==> src/rtl/mexp_pkg.sv <==
// ----------------------------------------------------------------------------
// mexp_pkg
// Shared types and constants for the modular exponentiation block.
// ----------------------------------------------------------------------------
package mexp_pkg;

    localparam int WORD_BITS_DEF = 32;
    localparam int FIELD_BITS    = 32;
    localparam int OUT_TDATA_W   = 40;
    localparam int CFG_ADDR_W    = 1;

    localparam logic [CFG_ADDR_W-1:0] REG_EXPONENT = 1'b0;
    localparam logic [CFG_ADDR_W-1:0] REG_MODULUS  = 1'b1;

    localparam logic [FIELD_BITS-1:0] EXPONENT_RST = 32'd17;
    localparam logic [FIELD_BITS-1:0] MODULUS_RST  = 32'd3233;

    typedef enum logic [2:0] {
        ST_IDLE,
        ST_REDUCE,
        ST_SQUARE,
        ST_MULT,
        ST_OUT
    } mexp_state_t;

endpackage

==> src/rtl/modular_exponentiation_top.sv <==
// ----------------------------------------------------------------------------
// modular_exponentiation_top
// The base is first reduced modulo the modulus; then each exponent bit gets a
// square and each set bit a further multiply, all by shift-add steps; the
// result is then loaded into the output register that drives m_tvalid.
// A modulus below 2 goes straight to the output with bad_modulus set.
// One base is worked on at a time, so no new item is taken while busy:
// s_tready stays low until the result is loaded, and a stalled output holds it.
// Reset: aresetn synchronous active low; exponent 17, modulus 3233, idle.
// ----------------------------------------------------------------------------
module modular_exponentiation_top #(
    parameter int WORD_BITS = mexp_pkg::WORD_BITS_DEF
) (
    input  logic                                   aclk,
    input  logic                                   aresetn,
    input  logic                                   cfg_wr_en,
    input  logic [mexp_pkg::CFG_ADDR_W-1:0]        cfg_addr,
    input  logic [mexp_pkg::FIELD_BITS-1:0]        cfg_wdata,
    input  logic                                   s_tvalid,
    output logic                                   s_tready,
    input  logic [mexp_pkg::FIELD_BITS-1:0]        s_tdata,  // [31:0] base_value
    output logic                                   m_tvalid,
    input  logic                                   m_tready,
    output logic [mexp_pkg::OUT_TDATA_W-1:0]       m_tdata   // [31:0] power_result,
                                                             // [32] bad_modulus, rest 0
);
    import mexp_pkg::*;

    localparam int W  = WORD_BITS;
    localparam int CW = $clog2(W);
    localparam logic [CW-1:0] LAST_BIT = CW'(W - 1);

    mexp_state_t state_reg, state_next;

    logic [FIELD_BITS-1:0] cfg_exp_reg, cfg_mod_reg;
    logic [W-1:0]  exp_reg, exp_next;
    logic [W-1:0]  mod_reg, mod_next;
    logic [W-1:0]  base_reg, base_next;
    logic [W-1:0]  prod_reg, prod_next;
    logic [W-1:0]  opa_reg, opa_next;
    logic [W-1:0]  opb_reg, opb_next;
    logic [CW-1:0] cnt_reg, cnt_next;
    logic [CW-1:0] ebit_reg, ebit_next;
    logic [W-1:0]  res_reg, res_next;
    logic          bad_reg, bad_next;
    logic [FIELD_BITS-1:0] out_res_reg, out_res_next;
    logic          out_bad_reg, out_bad_next;
    logic          m_tvalid_reg, m_tvalid_next;

    logic [W-1:0]  cfg_exp_w, cfg_mod_w;
    logic [W:0]    dbl_sum, add_sum, mod_ext;
    logic [W-1:0]  dbl_mod, add_mod, step;
    logic          in_acc, mul_last;

    always_ff @(posedge aclk) begin
        if (!aresetn) begin
            cfg_exp_reg <= EXPONENT_RST;
            cfg_mod_reg <= MODULUS_RST;
        end else if (cfg_wr_en) begin
            case (cfg_addr)
                REG_EXPONENT: cfg_exp_reg <= cfg_wdata;
                REG_MODULUS:  cfg_mod_reg <= cfg_wdata;
                default: ;
            endcase
        end
    end

    assign cfg_exp_w = W'(cfg_exp_reg);
    assign cfg_mod_w = W'(cfg_mod_reg);

    // shift-add modular multiply step: acc = 2*acc (+ a) mod m
    assign mod_ext = {1'b0, mod_reg};
    assign dbl_sum = {1'b0, prod_reg} + {1'b0, prod_reg};
    assign dbl_mod = (dbl_sum >= mod_ext) ? W'(dbl_sum - mod_ext) : W'(dbl_sum);
    assign add_sum = {1'b0, dbl_mod} + {1'b0, opa_reg};
    assign add_mod = (add_sum >= mod_ext) ? W'(add_sum - mod_ext) : W'(add_sum);
    assign step    = opb_reg[cnt_reg] ? add_mod : dbl_mod;
    assign mul_last = (cnt_reg == '0);

    assign s_tready = (state_reg == ST_IDLE);
    assign in_acc   = s_tvalid && s_tready;

    always_comb begin
        state_next    = state_reg;
        exp_next      = exp_reg;
        mod_next      = mod_reg;
        base_next     = base_reg;
        prod_next     = prod_reg;
        opa_next      = opa_reg;
        opb_next      = opb_reg;
        cnt_next      = cnt_reg;
        ebit_next     = ebit_reg;
        res_next      = res_reg;
        bad_next      = bad_reg;
        out_res_next  = out_res_reg;
        out_bad_next  = out_bad_reg;
        m_tvalid_next = m_tvalid_reg && !m_tready;

        case (state_reg)
            ST_IDLE: begin
                if (in_acc) begin
                    exp_next  = cfg_exp_w;
                    mod_next  = cfg_mod_w;
                    prod_next = '0;
                    opa_next  = W'(1);
                    opb_next  = W'(s_tdata);
                    cnt_next  = LAST_BIT;
                    if (cfg_mod_w < W'(2)) begin
                        res_next   = '0;
                        bad_next   = 1'b1;
                        state_next = ST_OUT;
                    end else begin
                        bad_next   = 1'b0;
                        state_next = ST_REDUCE;
                    end
                end
            end
            ST_REDUCE: begin
                prod_next = step;
                cnt_next  = cnt_reg - CW'(1);
                if (mul_last) begin
                    base_next  = step;
                    prod_next  = '0;
                    opa_next   = W'(1);
                    opb_next   = W'(1);
                    cnt_next   = LAST_BIT;
                    ebit_next  = LAST_BIT;
                    state_next = ST_SQUARE;
                end
            end
            ST_SQUARE, ST_MULT: begin
                prod_next = step;
                cnt_next  = cnt_reg - CW'(1);
                if (mul_last) begin
                    prod_next = '0;
                    cnt_next  = LAST_BIT;
                    if (state_reg == ST_SQUARE && exp_reg[ebit_reg]) begin
                        opa_next   = step;
                        opb_next   = base_reg;
                        state_next = ST_MULT;
                    end else if (ebit_reg == '0) begin
                        res_next   = step;
                        state_next = ST_OUT;
                    end else begin
                        opa_next   = step;
                        opb_next   = step;
                        ebit_next  = ebit_reg - CW'(1);
                        state_next = ST_SQUARE;
                    end
                end
            end
            ST_OUT: begin
                if (!m_tvalid_reg || m_tready) begin
                    out_res_next  = FIELD_BITS'(res_reg);
                    out_bad_next  = bad_reg;
                    m_tvalid_next = 1'b1;
                    state_next    = ST_IDLE;
                end
            end
            default: state_next = ST_IDLE;
        endcase
    end

    always_ff @(posedge aclk) begin
        if (!aresetn) begin
            state_reg    <= ST_IDLE;
            m_tvalid_reg <= 1'b0;
        end else begin
            state_reg    <= state_next;
            m_tvalid_reg <= m_tvalid_next;
        end
    end

    always_ff @(posedge aclk) begin
        exp_reg     <= exp_next;
        mod_reg     <= mod_next;
        base_reg    <= base_next;
        prod_reg    <= prod_next;
        opa_reg     <= opa_next;
        opb_reg     <= opb_next;
        cnt_reg     <= cnt_next;
        ebit_reg    <= ebit_next;
        res_reg     <= res_next;
        bad_reg     <= bad_next;
        out_res_reg <= out_res_next;
        out_bad_reg <= out_bad_next;
    end

    assign m_tvalid = m_tvalid_reg;
    assign m_tdata  = {{(OUT_TDATA_W - FIELD_BITS - 1){1'b0}}, out_bad_reg, out_res_reg};

`ifndef SYNTHESIS
    a_prod_below_mod: assert property (@(posedge aclk) disable iff (!aresetn)
        (state_reg == ST_REDUCE || state_reg == ST_SQUARE || state_reg == ST_MULT)
        |-> (prod_reg < mod_reg && opa_reg < mod_reg))
        else $error("accumulator or operand not reduced");

    a_bad_goes_out: assert property (@(posedge aclk) disable iff (!aresetn)
        (in_acc && cfg_mod_w < W'(2)) |=> (state_reg == ST_OUT && bad_reg))
        else $error("bad modulus did not skip the multiply");

    a_bad_zero: assert property (@(posedge aclk) disable iff (!aresetn)
        (m_tvalid && m_tdata[FIELD_BITS]) |-> (m_tdata[FIELD_BITS-1:0] == '0))
        else $error("bad modulus with nonzero result");

    a_out_load: assert property (@(posedge aclk) disable iff (!aresetn)
        (state_reg == ST_OUT && (!m_tvalid_reg || m_tready)) |=> m_tvalid_reg)
        else $error("finished item not presented");
`endif

endmodule

==> config.mk <==
export PLATFORM = sky130hd
export DESIGN_NAME = modular_exponentiation_top
export DESIGN_NICKNAME = d
export VERILOG_FILES = /design/src/rtl/mexp_pkg.sv /design/src/rtl/modular_exponentiation_top.sv
export SDC_FILE = /design/constraint.sdc
export NUM_CORES = 1
export LEC_CHECK = 0
export ABC_CLOCK_PERIOD_IN_PS = 19800
export BUFFER_PORTS_ARGS = -buffer_cell sky130_fd_sc_hd__buf_4
export CORE_MARGIN = 3
export CORE_UTILIZATION = 30
export DETAILED_ROUTE_END_ITERATION = 16
export PLACE_DENSITY_LB_ADDON = 0.3
export SLEW_MARGIN = 20
export SYNTH_ARGS = -nofsm -noshare
export SYNTH_HDL_FRONTEND = slang
export SYNTH_SLANG_ARGS = --single-unit
==> constraint.sdc <==
create_clock -name aclk -period 19.8 [get_ports aclk]
set_input_delay 0.99 -clock aclk [delete_from_list [all_inputs] [get_ports aclk]]
set_output_delay 0.99 -clock aclk [all_outputs]
set_load 0.005 [all_outputs]
==> results of run 1 <==
## layout by cell type, fill, tap and decap left out, types with 10 or more instances in the layout
cell type / count
or2_2: 12
nand2b_1: 12
a21oi_1: 119
nand3_1: 29
dfxtp_1: 68
nand2_1: 225
edfxtp_1: 268
buf_4: 121
nand4_1: 21
nor2b_1: 16
o211ai_1: 13
a32oi_1: 30
mux2_2: 11
a21o_1: 33
and2_1: 10
a211oi_1: 18
inv_1: 115
o21ai_2: 17
ha_1: 98
nor2_2: 18
nor4_1: 12
xnor2_1: 52
clkbuf_16: 41
nor3_1: 18
xor2_1: 27
mux2_4: 14
inv_2: 13
mux2i_1: 49
o21ai_0: 46
and3_1: 11
a31oi_1: 18
o21bai_1: 14
o21a_1: 20
nor2_1: 129
a21boi_0: 59
or3_1: 10
o21ai_1: 17
## worst reg2reg max path: cells and delay by family (launching register included)
family                     cells  cell delay (ps)
and+or+nand+nor               10             2870
AOI/OAI and AO/OA             11             2540
DFF                            1              510
buffers and inverters          2              940
adders and majority gates      3             1330
muxes                          3             1240
## synth_stat cells (all sizes together) (5+ instances only)
library cell | instances | area, um^2
a2111oi | 6 | 65.1
a211o | 6 | 52.6
a211oi | 21 | 168
a21boi | 59 | 443
a21o | 33 | 248
a21oi | 121 | 609
a221oi | 6 | 58.8
a22o | 5 | 43.8
a31oi | 19 | 134
a32oi | 30 | 263
and2 | 13 | 83.8
and3 | 12 | 80.1
buf | 42 | 287
clkbuf | 54 | 205
dfxtp | 68 | 1360
edfxtp | 268 | 8050
ha | 98 | 1230
inv | 128 | 480
mux2 | 25 | 334
mux2i | 49 | 490
mux4 | 9 | 203
nand2 | 227 | 852
nand2b | 12 | 75.1
nand3 | 32 | 175
nand4 | 22 | 144
nor2 | 148 | 601
nor2b | 18 | 113
nor3 | 19 | 106
nor4 | 14 | 93.8
o211ai | 13 | 97.6
o21a | 20 | 150
o21ai | 80 | 464
o21bai | 16 | 135
o311ai | 8 | 70.1
o31a | 5 | 43.8
o31ai | 10 | 93.8
or2 | 15 | 93.8
or3 | 11 | 73.8
xnor2 | 52 | 455
xor2 | 27 | 236
## cells by family after synthesis
group,synth area share
other,0.000192
AOI/OAI and AO/OA,0.180
and+or+nand+nor,0.133
xor gates and xnor gates,0.0355
adders and majority gates,0.0659
muxes,0.0526
buffers and inverters,0.0498
DFF,0.482
## metrics by stage
stage	instances	hold WS (ps)	cell area, um^2
after floorplan	1884	400	19500
after global placement	2755	404	21100
after global routing	2824	423	22400
after detailed placement	2755	405	21100
after CTS	2824	418	22400
final	2824	417	22400
## routing by layer
| metal | vias up | part of all wire | GRT usage |
|---|---|---|---|
| met5 | - | 0 | 0 |
| met2 | 507 | 0.42 | 0.259 |
| met1 | 7135 | 0.49 | 0.254 |
| met3 | 89 | 0.060 | 0.0249 |
| met4 | 0 | 0.033 | 0.0570 |
| li1 | 7043 | - | - |
## worst paths after layout
path,endpoint,depth (start not counted),slack [ps]
hold reg to reg,out_res_reg[19]$_DFFE_PP_,0,420
setup reg to reg,prod_reg[2]$_SDFFCE_PP0P_,29,10030
setup / recovery,prod_reg[2]$_SDFFCE_PP0P_,29,10030
hold / removal,out_res_reg[19]$_DFFE_PP_,0,420
## final cells by class
cell class                 count  area, um^2  share of cell area
clock buffer                  46        1040              0.0467
inverter                     128         480              0.0215
multi-input combinational   1324        9220               0.412
clock inverter                23         260              0.0116
tap                          846        1060              0.0473
timing repair buffer         121         908              0.0406
sequential                   336        9410               0.420
==> flow_summary.json, run 1 <==
{
  "core_mm2": 0.0637,
  "crit_fanout": 44,
  "synth_edf_count": 268,
  "die-height_um": 261,
  "fin_worst_skew_ps": 39.4,
  "min_path_type": "flop to flop",
  "cts_setup_buffers": 0,
  "ys_seq_area_frac": 0.482,
  "drive_gt1_frac": 0.158,
  "port_buffers": 104,
  "insertedDiodeCount": 0,
  "fin_crit_ps": 9770,
  "fin_util": 0.352,
  "nFillCells": 6377,
  "critPathCaptureType": "flop",
  "initial_core_util": 0.307,
  "syn_area_per_cell_um2": 10.4,
  "crit_start": "prod_reg[25]$_SDFFCE_PP0P_",
  "crit_top_cell": "ha_1",
  "drt-total-wl_um": 60000,
  "synthDistinctLibCells": 101,
  "ys_ff_latch": 336,
  "fmax_ghz": 0.102,
  "status": "finished, final reports clean",
  "slowest_stage": "nor4_2",
  "post-route-drc-count": 0,
  "min_period_over_period": 0.494,
  "hpwl_um": 45000,
  "maxSlewHeadroom": 0.303,
  "syn2layout_area_growth_pct": 14.7,
  "antenna_left": 0,
  "drt_iter0_markers": 1340,
  "syn_inst": 1878,
  "ctsRootBufferMaster": "clkbuf_16",
  "cts_buffers": 40,
  "worstSetupStartpointType": "flop",
  "die_w_um": 261,
  "crit_arrival_ps": 10000,
  "timing.final.ws_setup_ps": 10030,
  "regToRegStartpoint": "prod_reg[25]$_SDFFCE_PP0P_",
  "synth_area_mm2": 0.0195,
  "rsz0062_at_grt": "no",
  "gp_congestion": 0.954,
  "firstDrtPassIters": 6,
  "clock-sinks": 336,
  "clk_latency_ps": 570,
  "gr-total-overflow": 0,
  "yosys_warnings": 0,
  "cts_max_path_buffers": 3,
  "path_clk_slew_ps": 60,
  "slew_violations": 0,
  "synthFlopType": "edfxtp_1",
  "crit_path_max_incr_delay_ps": 660,
  "hold_violations": 0,
  "pin_count": 112,
  "critical_path_class": "flop to flop",
  "vias_per_cell": 5.23,
  "cts_hold_buf": 0,
  "dpl_worst_slack_ps": 10180,
  "nets": 2122,
  "cts_resized": 0,
  "cp.required_ps": 20030,
  "crit_family": "simple AND/OR/NAND/NOR gates",
  "grt_max_degree": 69,
  "antenna_found_initial": 2,
  "vias": 14774,
  "cts-htree-levels": 2,
  "grt_pass1_vias": 14624,
  "die_area_mm2": 0.0681,
  "wire_per_inst_um": 21.2,
  "rows": 92,
  "worstHoldStart": "res_reg[19]$_SDFFCE_PN0P_",
  "setup-tns-final_ps": 0,
  "critPathBufInv": 2,
  "synthArstFlopShare": 0,
  "drv_cap": 0,
  "finalSetupViolCount": 0,
  "worstMarginPinSlew_ps": 1020,
  "grt_pass1_wl_um": 89400,
  "cts_tree": "built",
  "grt_usage": 0.172
}
Power of run 1 is left out: the tool's default activity adds up to more than one toggle a clock period on the data nets, which glitch-free logic cannot reach.
==> inputs of run 2 (changes only) <==
ABC_CLOCK_PERIOD_IN_PS = 8700   (was 19800)
clock period = 8.7 ns   (was 19.8 ns; I/O delays follow)
==> run 2 against run 1 <==
Sequential share of layout area shrank 0.55 points. Wire length grew 0.74%. Critical path depth stayed put. Register-to-register slack got worse by 9600 ps. Highest routed layer unchanged.
==> flow_summary.json, run 2 (same netlist as run 1, synthesis figures left out) <==
{
  "status": "finished, final reports clean",
  "worstMarginPinSlew_ps": 971,
  "port_buffers": 104,
  "clk_latency_ps": 580,
  "maxSlewHeadroom": 0.353,
  "worstSetupStartpointType": "flop",
  "multi_input_area_mm2": 0.00924,
  "slowest_stage": "edfxtp_1",
  "grt_usage": 0.176,
  "crit_arrival_ps": 8560,
  "fin_crit_ps": 8280,
  "drt-total-wl_um": 60400,
  "initial_core_util": 0.307,
  "cts_buffers": 41,
  "cts_max_path_buffers": 3,
  "fin_worst_skew_ps": 36.7,
  "ctsRootBufferMaster": "clkbuf_16",
  "wl_met2_um": 25600,
  "fmax_ghz": 0.121,
  "drt_iter0_markers": 1337,
  "fin_cells": 2858,
  "critical_path_class": "flop to flop",
  "pin_count": 112,
  "min_path_type": "input port to flop",
  "drv_cap": 0,
  "cts-htree-levels": 2,
  "path_clk_slew_ps": 70,
  "rows": 92,
  "grt_pass1_wl_um": 90800,
  "nFillCells": 6426,
  "dr_wl_met3_um": 3690,
  "slew_violations": 0,
  "setup-tns-final_ps": 0,
  "hpwl_um": 45400,
  "firstDrtPassIters": 5,
  "clock-sinks": 336,
  "crit_path_max_incr_delay_ps": 490,
  "regArea_mm2": 0.00941,
  "nets": 2148,
  "antenna_found_initial": 2,
  "gp_congestion": 0.951,
  "die-height_um": 261,
  "cts_hold_buf": 0,
  "grt_pass1_vias": 14654,
  "grt_max_degree": 69,
  "critPathCaptureType": "flop",
  "drive_gt1_frac": 0.176,
  "finalSetupViolCount": 0,
  "core_mm2": 0.0637,
  "post-route-drc-count": 0,
  "antenna_left": 0,
  "cts_tree": "built",
  "met1Wirelength_um": 29700,
  "wire_per_inst_um": 21.1,
  "crit_fanout": 32,
  "cp.required_ps": 8980,
  "vias": 14778,
  "die_area_mm2": 0.0681,
  "min_period_over_period": 0.952,
  "gr-total-overflow": 0,
  "final_cell_mix": "edfxtp_1, nand2_1, buf_4, nor2_1, a21oi_1",
  "syn2layout_area_growth_pct": 16.2,
  "fin_util": 0.356,
  "die_w_um": 261,
  "highest_layer": "met4",
  "vias_per_cell": 5.17,
  "rsz0062_at_grt": "no",
  "crit_top_cell": "ha_1",
  "hold_violations": 0,
  "final_common_cell": "edfxtp_1",
  "dp.cells": 2778
}
run 2: cell types whose count changed in the layout (fill, tap and decap cells not counted), sizes merged:
cell	delta
inv	+10
clkinv	-3
diode	+2
buf	+25
bufinv	-3
clkbuf	+3
run 2: cell type report:
| cell class | count | area share |
|---|---|---|
| flip-flops and latches | 336 | 0.415 |
| multi-input cells | 1324 | 0.407 |
| repair buffers | 146 | 0.0494 |
| clock buffers | 49 | 0.0488 |
| well taps | 846 | 0.0467 |
| inverters | 128 | 0.0212 |
| clock inverters | 27 | 0.0113 |
| diodes | 2 | 0.000221 |
run 2: metal layers:
metal / track usage / vias up
met5: 0 / -
met4: 0.0445 / 0
met3: 0.0266 / 70
met2: 0.268 / 449
met1: 0.259 / 7151
li1: - / 7108
run 2: metrics by stage:
stage,worst slack [ps],hold WS (ps),area (um^2)
floorplan,1730,400,19500
global placement,140,404,21300
detailed placement,53.8,405,21300
CTS,94.8,87.9,22600
global route,43.9,130,22700
finish,419,107,22700
run 2: final timing paths:
path                             startpoint                     endpoint  slack, ps  cells past startpoint
setup reg to reg  prod_reg[2]$_SDFFCE_PP0P_    res_reg[17]$_SDFFCE_PN0P_        420                     29
hold / removal                 cfg_wdata[5]  cfg_mod_reg[5]$_SDFFE_PN1P_        110                      3
hold reg to reg    res_reg[9]$_SDFFCE_PN0P_     out_res_reg[9]$_DFFE_PP_        420                      0
setup / recovery  prod_reg[2]$_SDFFCE_PP0P_    res_reg[17]$_SDFFCE_PN0P_        420                     29
run 2: critical path, delay by kind of cell (launching register included):
family	cells	cell delay (ps)
adders and majority gates	3	1120
DFF	1	490
xor gates and xnor gates	1	220
buffers and inverters	2	480
and+or+nand+nor	7	1030
AOI/OAI and AO/OA	13	3540
muxes	3	1050
run 2: repair_timing:
action,in CTS,in global routing
gates resized for setup,1,6
pin swaps,0,1
buffers inserted,0,2
endpoints found under the setup margin,1,130
Power of run 2 is left out for the same reason.
